$ cat config.mk
export PLATFORM = sky130hd
export DESIGN_NAME = xfbq_mac
export DESIGN_NICKNAME = d
export VERILOG_FILES = /design/src/design/xfbq_pkg.sv /design/src/design/xfbq_mac.sv
export SDC_FILE = /design/constraint.sdc
export NUM_CORES = 1
export LEC_CHECK = 0
export BUFFER_PORTS_ARGS = -buffer_cell sky130_fd_sc_hd__buf_2
export CAP_MARGIN = 30
export CORE_MARGIN = 3
export CORE_UTILIZATION = 33
export CTS_CLUSTER_SIZE = 28
export DETAILED_ROUTE_END_ITERATION = 10
export GPL_TIMING_DRIVEN = 1
export HOLD_SLACK_MARGIN = 0.12
export PLACE_DENSITY = 0.55
export SLEW_MARGIN = 20
export SYNTH_ARGS = -nofsm -noshare
export SYNTH_HDL_FRONTEND = slang
export SYNTH_SLANG_ARGS = --single-unit
$ cat constraint.sdc
create_clock -name aclk -period 10.3 [get_ports aclk]
set_clock_uncertainty 0.1 [all_clocks]
set_input_delay 2.575 -clock aclk [delete_from_list [all_inputs] [get_ports aclk]]
set_output_delay 2.575 -clock aclk [all_outputs]
set_load 0.02 [all_outputs]
$ cat src/design/xfbq_pkg.sv
package xfbq_pkg;

    typedef enum logic [1:0] {
        REQ_SAMPLE = 2'd0,
        REQ_FIR    = 2'd1,
        REQ_BIQ    = 2'd2,
        REQ_COMMIT = 2'd3
    } req_t;

    typedef enum logic [1:0] {
        ST_DONE   = 2'd0,
        ST_ACCEPT = 2'd1,
        ST_REJECT = 2'd2
    } status_t;

    typedef enum logic [2:0] {
        S_CLEAR,
        S_IDLE,
        S_FIR,
        S_BIQ,
        S_MIX,
        S_DONE
    } state_t;

    typedef struct packed {
        logic v;
        logic clr;
        logic neg;
    } mac_ctrl_t;

    localparam int BQ_TERMS = 5;
    localparam int LANES    = 4;

endpackage

$ cat src/design/xfbq_mac.sv
module xfbq_mac #(
    parameter int AW = 40
) (
    input  logic                 aclk,
    input  logic                 aresetn,
    input  xfbq_pkg::mac_ctrl_t  ctrl,
    input  logic signed [15:0]   coef,
    input  logic signed [15:0]   data,
    output logic signed [AW-1:0] acc
);
    import xfbq_pkg::*;

    logic signed [31:0]   prod_reg;
    mac_ctrl_t            ctrl_reg;
    logic signed [AW-1:0] acc_reg;
    logic signed [AW-1:0] acc_next;
    logic signed [AW-1:0] base;

    always_comb begin
        base     = ctrl_reg.clr ? '0 : acc_reg;
        acc_next = acc_reg;
        if (ctrl_reg.v) begin
            acc_next = ctrl_reg.neg ? base - AW'(prod_reg) : base + AW'(prod_reg);
        end
    end

    always_ff @(posedge aclk) begin
        if (!aresetn) begin
            ctrl_reg <= '0;
        end else begin
            ctrl_reg <= ctrl;
        end
    end

    always_ff @(posedge aclk) begin
        prod_reg <= coef * data;
        acc_reg  <= acc_next;
    end

    assign acc = acc_reg;

endmodule

Yosys cells after proc, flatten, opt, wreduce, memory -nomap -nowiden
Cells that the tools add are included.
{"block": "op_classes", "mux": 2, "mul": 1, "addsub": 2}
{"cell": "40-bit two-way mux", "n": 2}
{"cell": "40-bit by 32-bit adder with 40-bit output", "n": 1}
{"cell": "40-bit by 32-bit subtractor with 40-bit output", "n": 1}
{"cell": "16-bit by 16-bit multiplier with 32-bit output", "n": 1}
{"block": "word_totals", "out_inout_bits": 40, "elab_cells": 10, "input_bits": 37, "ff_bits": 75}

Logic depth before layout (Yosys ltp)
{"block": "logic_depth", "word_depth": 3, "mapped_depth": 23, "depth_no_buf": 22}

Least setup slack after synthesis
OpenSTA, ideal clock, no wires.
{"block": "synth_timing", "kind": "in2reg", "startpoint": "input port coef[10]", "endpoint": "register prod_reg[30]", "arrival_time_ns": 8.172, "stages": 19, "path_slack_ns": 1.956, "cell_sequence": "clkbuf_1 > nand2_1 > fa_1 > fa_1 > fa_1 > fa_1 > inv_1 > fa_1 > fa_1 > ha_1 > a21oi_1 > o211ai_1 > o32a_1 > a221o_1 > a2111oi_4 > o21ai_1 > a21o_1 > a21oi_2 > xnor2_1"}
{"block": "synth_via", "elab_chain_len": 1}
{"element": "start: declaration", "line": "xfbq_mac.sv:7", "source": "input logic signed [15:0] coef,"}
{"element": "16-bit by 16-bit multiplier with 32-bit output", "line": "xfbq_mac.sv:36", "source": "prod_reg <= coef * data;"}
{"element": "end signal: assignment", "line": "xfbq_mac.sv:36"}
{"element": "end: declaration", "line": "xfbq_mac.sv:13", "source": "logic signed [31:0] prod_reg;"}
Every way passes these cells.
A chain may end at the register's enable or synchronous reset.

Worst setup path after layout
{"block": "layout_timing", "startpoint": "input port data[1]", "endpoint": "register prod_reg[30]"}
{"block": "layout_via", "elab_chain_len": 1}
{"element": "start: declaration", "line": "xfbq_mac.sv:8", "source": "input logic signed [15:0] data,"}
{"element": "16-bit by 16-bit multiplier with 32-bit output", "line": "xfbq_mac.sv:36"}
Every way passes these cells.

==> results_dict.tcl <==
set metrics [dict create \
    portBuffers 76 \
    synth_cells 1620 \
    diodes 0 \
    crit_cells 19 \
    rsz0062_at_grt "no" \
    min_path_type "reg -> reg" \
    slew_violations 0 \
    slowest_delay_ps 590 \
    dr_total_vias 10702 \
    drt_iter0_markers 514 \
    max_freq_mhz 118 \
    cp-end-kind "flip-flop" \
    post-route-min-period_ps 8490 \
    path_delay_family "adder cells" \
    drc 0 \
    cp-start-kind "primary input" \
    numCtsBuffers 9 \
    yosysTopAreaCellShare_pct 35.5 \
    ys_top_cells_by_count "inv_1, fa_1, nand2_1" \
    grt_pass1_vias 11685 \
    place_congestion 0.849 \
    synth-seq-area-share_pct 12.8 \
    cp_data_required_time_ps 10470 \
    crit_top_cell "fa_1" \
    path_buf_inv 2 \
    tightest_slew_ps 822 \
    postSynthAreaPerCell_um2 9.15 \
    ant_nets 0 \
    rows 77 \
    die_h_um 218 \
    synth.distinct_cells 59 \
    slowest_stage "fa_1" \
    relSlewSlack_pct 44.5 \
    die_area_mm2 0.0475 \
    ys.flop_type "edfxtp_1" \
    antenna_found_initial 0 \
    hold_buffers 0 \
    overflow 0 \
    grt_usage_pct 15.8 \
    cts_resized 0 \
    post-cts-setup-buffers 0 \
    hold_violations 0 \
    via_per_inst 4.74 \
    place_area_mm2 0.0158 \
    rr_worst_depth 16 \
    nets 2082 \
    regArea_mm2 0.00190 \
    synth_nets 2042 \
    h-tree-depth 3 \
    coreArea_mm2 0.0443 \
    drive_gt1_share_pct 6.61 \
    synthTopCellsByArea "fa_1, ha_1, edfxtp_1" \
    first_pass_iters 5 \
    clock_latency_ps 340 \
    finalWirelength_um 35900 \
    multi_input_area_mm2 0.0116 \
    dp_hpwl_um 30000 \
    cts_tree "done" \
    path_max_fanout 16 \
    crit_chain "buf_2 > nand2_1 > fa_1 > fa_1 > fa_1 > fa_1 > inv_1 > fa_1 > fa_1 > ha_1 > a21oi_1 > o211ai_1 > o32a_1 > a221o_1 > a2111oi_4 > o21ai_1 > a21o_1 > a21oi_2 > xnor2_1" \
    design_area_mm2 0.0161 \
    post-route-util_pct 36.3 \
    ys_async_sr_fraction_pct 0 \
    area_growth_pct 8.53 \
    yosysMostFrequentCell "inv_1" \
    cts_sinks 75 \
    fill_cells 4638 \
    clock_path_buffers 2 \
    fin_crit_sh_pct 82.4 \
    finalSetupTns_ps 0 \
    root_buffer "clkbuf_16" \
    netlist_area_mm2 0.0148 \
    setup_viol 0 \
    synth.largest_area_cell "fa_1" \
    clkTransAtPathRegs_ps 70 \
    status "finished clean" \
    initial_utilization_pct 33.5 \
    synth-edff-count 40 \
    drv_cap 0 \
    grt_first_pass_wirelength_um 60100 \
    largest_register_ffs 40 \
    crit_arrival_ps 8660 \
    grt_max_degree 41 \
    dieWidth_um 218 \
    ys_ff_latch 75 \
    hold_path_depth 0 \
    wl_per_cell_um 15.9 \
    pin_count 77 \
    critPathKind "in -> reg" \
    ys_warn_count 0 \
]
==> cell usage in the layout, fill, tap and decap left out, types with 13 or more instances in the layout <==
cell type and count:
a21o_1 32, a21oi_1 67, a31oi_1 13, and2_1 130
buf_2 76, dfxtp_1 34, edfxtp_1 40, fa_1 263
ha_1 122, inv_1 316, nand2_1 150, nand2b_1 15
nand3_1 17, nor2_1 73, nor2b_1 46, nor3_1 14
o21ai_0 36, xnor2_1 81, xor2_1 17
==> logic make-up (layout without fill, tap and decap cells) <==
family / after synthesis / in the layout / share of synthesized area [%]
AO/OA/AOI/OAI: 211 / 211 / 9.21
XOR/XNOR: 98 / 98 / 5.79
adder cells (fa/ha/maj): 385 / 385 / 45.8
buffers and inverters: 366 / 411 / 9.26
flip-flops: 75 / 75 / 12.8
multiplexers: 8 / 8 / 0.624
AND/OR/NAND/NOR: 477 / 477 / 16.5
==> cell type report <==
class	count	area share [%]
clock buffer	10	1.55
clock inverter	6	0.280
inverter	316	7.37
multi-input combinational	1179	71.8
sequential	75	11.8
tap	592	4.60
timing repair buffer	79	2.58
==> worst register-to-register path, cell delays in order (launching register included) <==
cell and delay [ps]:
dfxtp_1 330, or3_1 400, nor3_1 610, a31oi_1 280, nor2_1 490, o21ai_0 210
xnor2_1 250, ha_1 340, a21o_1 180, a21oi_1 230, inv_1 70, a21oi_1 170
nor2_1 60, nor4_1 280, o22ai_1 200, nor4_1 330, nor4_1 100
==> path summary, 6_finish.rpt <==
kind / startpoint / to / slack [ps]
worst max-delay path: data[1] / prod_reg[30] / 1810
worst min-delay path: ctrl_reg[2] / acc[35] / 570
worst max register to register: prod_reg[4] / acc[39] / 5420
worst min register to register: ctrl_reg[2] / acc[35] / 570
==> layer usage <==
| metal | GRT usage, % | routed length [um] | up-vias |
|---|---|---|---|
| met5 | 0 | 0 | - |
| met4 | 4.20 | 832 | 0 |
| met3 | 1.81 | 1290 | 42 |
| met2 | 28.4 | 18000 | 214 |
| met1 | 20.0 | 15800 | 5299 |
| li1 | - | - | 5147 |
==> through the flow <==
stage / setup slack (ps) / std cells / hold WS (ps)
after floorplan: 1960 / 1620 / 548
after global placement: 1610 / 2240 / 613
after detailed placement: 1480 / 2241 / 579
after CTS: 1860 / 2257 / 582
after global routing: 1580 / 2257 / 604
final: 1810 / 2257 / 573
Power is left out: the tool's default activity adds up to more than one toggle a clock period on the data nets, which glitch-free logic cannot reach.
