`src/design/xfbq_mix.sv`:
```
module xfbq_mix #(
    parameter int FADE_LEN = 256,
    localparam int CW = $clog2(FADE_LEN + 1)
) (
    input  logic               aclk,
    input  logic               aresetn,
    input  logic               start,
    input  logic signed [15:0] old_s,
    input  logic signed [15:0] new_s,
    input  logic [CW-1:0]      count,
    output logic               done,
    output logic signed [15:0] y
);
    localparam int NW   = CW + 17;
    localparam int SUMW = CW + 18;
    localparam int LG   = $clog2(FADE_LEN);
    localparam int SH   = NW + LG;
    localparam int MW   = NW + 2;
    localparam int PW   = NW + MW;
    localparam logic signed [SUMW-1:0] BIAS = SUMW'(32768 * FADE_LEN + FADE_LEN / 2);
    localparam longint RECIP_L =
        ((longint'(1) <<< SH) + longint'(FADE_LEN) - 1) / longint'(FADE_LEN);
    localparam logic [MW-1:0] RECIP = MW'(RECIP_L);

    logic signed [CW+16:0] p_old_reg, p_new_reg;
    logic signed [CW:0]    c_old, c_new;
    logic signed [SUMW-1:0] sum;
    logic                  pv_reg, nv_reg, done_reg;
    logic [NW-1:0]         num_reg;
    logic [PW-1:0]         q_reg;

    always_comb begin
        c_old = signed'({1'b0, count});
        c_new = signed'({1'b0, CW'(FADE_LEN) - count});
        sum   = SUMW'(p_old_reg) + SUMW'(p_new_reg) + BIAS;
    end

    always_ff @(posedge aclk) begin
        if (!aresetn) begin
            pv_reg   <= 1'b0;
            nv_reg   <= 1'b0;
            done_reg <= 1'b0;
        end else begin
            pv_reg   <= start;
            nv_reg   <= pv_reg;
            done_reg <= nv_reg;
        end
    end

    // floor divide by the fade length as a reciprocal multiply,
    // exact over the whole numerator range
    always_ff @(posedge aclk) begin
        p_old_reg <= old_s * c_old;
        p_new_reg <= new_s * c_new;
        if (pv_reg) begin
            num_reg <= NW'(sum);
        end
        if (nv_reg) begin
            q_reg <= PW'(num_reg) * PW'(RECIP);
        end
    end

    assign done = done_reg;
    assign y    = {~q_reg[SH+15], q_reg[SH+14:SH]};

endmodule
```
`config.mk`:
```
export PLATFORM = sky130hd
export DESIGN_NAME = xfbq_mix
export DESIGN_NICKNAME = d
export VERILOG_FILES = /design/src/design/xfbq_mix.sv
export SDC_FILE = /design/constraint.sdc
export NUM_CORES = 1
export LEC_CHECK = 0
export BUFFER_PORTS_ARGS = -buffer_cell sky130_fd_sc_hd__buf_2
export CORE_MARGIN = 2
export CORE_UTILIZATION = 58
export CTS_CLUSTER_SIZE = 28
export DETAILED_ROUTE_END_ITERATION = 10
export PLACE_DENSITY_LB_ADDON = 0.12
export SYNTH_ARGS = -nofsm -noshare
export SYNTH_HDL_FRONTEND = slang
export SYNTH_SLANG_ARGS = --single-unit
```
`constraint.sdc`:
```
create_clock -name aclk -period 7.12 [get_ports aclk]
set_input_delay 0.712 -clock aclk [delete_from_list [all_inputs] [get_ports aclk]]
set_output_delay 0.712 -clock aclk [all_outputs]
set_load 0.005 [all_outputs]
```
Word level (Yosys, flattened, before mapping)
Cells that the tools add are included.
Operators by class
  $add $sub $neg: 3
  multiply operators: 2
  bitwise gates (word level): 1
Operators by type and width (number)
  16-bit by 10-bit multiplier with 24-bit output: 2
  24-bit adder: 1
  24-bit adder, second input constant: 1
  9-bit subtractor, first input constant: 1
  1-bit NOT: 1
Word-level totals
  register bits after elaboration: 99
  output and inout port bits: 17
  word-level logic and storage cells: 13

Depth between registers and ports, before layout
  word-level depth: 2
  mapped depth: 30
  mapped depth without buffers: 26

Worst setup path before layout
OpenSTA, ideal clock, no wires.
  path type: in2reg
  from: in count[1]
  to: reg p_new_reg[23]
  arrival time: 6619 ps
  data required time: 6992 ps
  path slack: 373 ps
  stages: 25
  cell sequence: clkbuf_1 > buf_1 > inv_1 > ha_1 > xnor2_1 > clkbuf_1 > nand2_1 > fa_1 > inv_1 > fa_1 > fa_1 > fa_1 > inv_1 > fa_1 > inv_1 > ha_1 > clkbuf_1 > nand2_1 > nor3_1 > a21o_1 > o31a_1 > o2111ai_1 > a221oi_1 > mux2i_1 > nand4_1
Between the ends
  word-level cells in the longest chain between the ends: 2
RTL lines
  start: declaration: line 10  | input logic [CW-1:0] count,
  9-bit subtractor: line 34  | c_new = signed'({1'b0, CW'(FADE_LEN) - count});
  16-bit by 10-bit multiplier with 24-bit output: line 54  | p_new_reg <= new_s * c_new;
  end signal: assignment: line 54
  end: declaration: line 25  | logic signed [CW+16:0] p_old_reg, p_new_reg;
Every way passes these cells.
A chain may end at the register's enable or synchronous reset.

Worst setup path after layout
  from: in count[4]
  to: reg p_new_reg[22]
Same word-level chain as after synthesis.

==> impl_metrics.yaml <==
clock_tree:
  clkSlewWorstSetupHoldPaths_ps: 60
  cts_made_buffers: 9
  cts_setup_buffers: 0
  cts.sinks: 83
  cts_tree: "yes"
  cts_resized: 0
  hold_buffers: 0
  clockRootBuffer: "clkbuf_16"
  clk_latency_ps: 330
  h-tree-depth: 3
  clockBufferDepth: 2
sta:
  rsz0062_at_grt: "no"
  max_freq_mhz: 155
  finalSetupViolCount: 0
  fin_crit_ps: 6470
  tightest_slew_ps: 725
  holdWs_ps: 416
  drv_slew: 0
  finClkSkew_ps: 5.66
  period_share_pct: 90.9
  relSlewSlack_pct: 51.3
  hold_violations: 0
  setup_ws_ps: 649
  tns_ps: 0
critical_path:
  cp_max_fo: 20
  crit_arrival_ps: 6740
  cp-end-kind: "flop"
  crit_type: "in2reg"
  reg2regPathDepth: 11
  crit_path_start_kind: "input pin"
  crit_required_ps: 7380
placed_design:
  postPlaceCellArea_um2: 13700
  dpl.hpwl_um: 22000
  port_buffers: 60
  routabilityCongestion: 0.861
  dp_slack_ps: 427
synthesis:
  synth_area_per_cell_um2: 9.65
  seq_area_frac_synth_pct: 15.0
  synth.area.top_cells: "fa_1 35%, ha_1 14%, dfxtp_1 7.7%"
  yosysTopAreaCellShare_pct: 34.8
  synth.distinct_cells: 58
  synth_nets: 1793
  ys_top_cells_by_count: "271 x inv_1, 230 x fa_1, 162 x and2_1"
  syn_area_um2: 13200
  synth_edf_count: 32
  async_flop_share_pct: 0
  ys_warn_count: 0
  synth_seq_cells: 83
  synth_flop_cell: "dfxtp_1"
  synthCells: 1371
  yosysMostFrequentCell: "inv_1"
  synth.largest_area_cell: "fa_1"
cells_and_area:
  num_antenna_cells: 0
  drive_above_1_share_pct: 7.04
  nets: 1824
  design_area_um2: 14000
  areaGrowthSynthToFinish_pct: 6.19
die:
  start_util_pct: 58.8
  die_w_um: 155
  die_height_um: 155
  design.die.area_um2: 24000
  io_pins: 61
  rows: 55
  core-area_um2: 22500
flow_run:
  cap_violations: 0
grt:
  grt_pass1_wl_um: 45300
  antenna_found_initial: 0
  grt_pass1_vias: 9402
  grtUsageTotal_pct: 23.5
  grt-ovfl-total: 0
  grt_max_degree: 33
routing:
  wire_per_inst_um: 15.0
  via_count: 8827
  vias_per_cell: 5.22
  drt_first_pass_iters: 5
  ant_nets: 0
  drc_errors: 0
  routed_wl_um: 25500
  drt_iter0_markers: 380
power_and_ir_drop:
  power_mw: 7.00
  irDropWorstVdd_mv: 0.370
  power_leakage_nw: 7.14
  powerDensity_nw_per_um2: 498
hold_path:
  worstHoldPathCells: 0
  hold_path_class: "reg2reg"
outcome:
  outcome: "finished, final reports clean"
[final timing paths]
path | end | slack [ps] | from
setup reg to reg | num_reg[23]$_DFFE_PP_ | 3920 | p_old_reg[4]$_DFF_P_
hold / removal | q_reg[45]$_DFFE_PP_ | 420 | num_reg[19]$_DFFE_PP_
hold reg to reg | q_reg[45]$_DFFE_PP_ | 420 | num_reg[19]$_DFFE_PP_
setup / recovery | p_new_reg[22]$_DFF_P_ | 650 | count[4]
[logic make-up (layout without fill, tap and decap cells)]
logic type	after synthesis	after routing	share of synthesized area [%]
buffers and inverters	326	362	9.72
XOR/XNOR	76	76	5.09
adder cells (fa/ha/maj)	378	378	48.8
multiplexers	1	1	0.0757
AO/OA/AOI/OAI	114	114	5.84
AND/OR/NAND/NOR	393	393	15.5
flip-flops	83	83	15.0
[worst max-delay path, stage by stage]
cell and delay, ps:
buf_2 240, or4_4 600, nor4b_2 250, xnor2_1 170, and2b_1 200, ha_1 270, inv_1 50, fa_1 470
inv_1 50, fa_1 460, fa_1 490, inv_1 50, fa_1 470, inv_1 40, ha_1 360, a2111oi_0 410
o21ai_0 210, a21oi_1 230, o21ai_0 190, a211oi_1 380, o31ai_1 120, a21oi_1 180, xnor2_1 130
[power by group]
group          switching (mW)  leakage [nW]  internal (mW)
registers              0.0604         0.728          0.855
logic                    3.13          6.26           2.47
clock network           0.172         0.151          0.307
total                    3.36          7.14           3.63
[per-stage QoR]
step | utilization [%] | cells
after floorplan | - | 1371
after global placement | 61.0 | 1676
after detailed placement | 61.0 | 1676
after CTS | 62.4 | 1692
after global routing | 62.4 | 1692
final | 62.4 | 1692
[layer usage]
layer  vias to the layer above  GRT usage (%)  part of all wire, %
met5                         -              0                    0
li1                       4275              -                    -
met3                        16           2.53                  4.4
met1                      4357           33.9                   47
met4                         0           4.85                  1.6
met2                       179           38.8                   47
[cell usage in the layout, fill, tap and decap left out, drive strengths merged, types with 2 or more instances in the layout]
| cell | count |
|---|---|
| a2111oi | 3 |
| bufinv | 2 |
| a31oi | 4 |
| a211oi | 5 |
| buf | 75 |
| o31ai | 2 |
| a21oi | 33 |
| nor3 | 10 |
| nor2b | 18 |
| ha | 148 |
| and2 | 162 |
| clkbuf | 10 |
| nand2 | 134 |
| edfxtp | 32 |
| nand4 | 5 |
| and3 | 3 |
| inv | 272 |
| nand2b | 5 |
| o21bai | 5 |
| or3 | 5 |
| o21a | 6 |
| o31a | 5 |
| dfxtp | 51 |
| clkinv | 2 |
| xor2 | 19 |
| nor4 | 2 |
| nor3b | 2 |
| a21o | 20 |
| xnor2 | 57 |
| nand3 | 6 |
| or2 | 2 |
| a221o | 2 |
| o41ai | 3 |
| fa | 230 |
| o21ai | 15 |
| o22ai | 2 |
| nor2 | 34 |
[final cells by class]
class | count | area [um^2]
inverters | 271 | 1020
well taps | 285 | 357
flip-flops and latches | 83 | 1980
clock inverters | 6 | 88.8
multi-input cells | 962 | 9960
clock buffers | 10 | 229
repair buffers | 75 | 413
fillers | 1948 | 8460
Power figures use the tool's default switching activity.
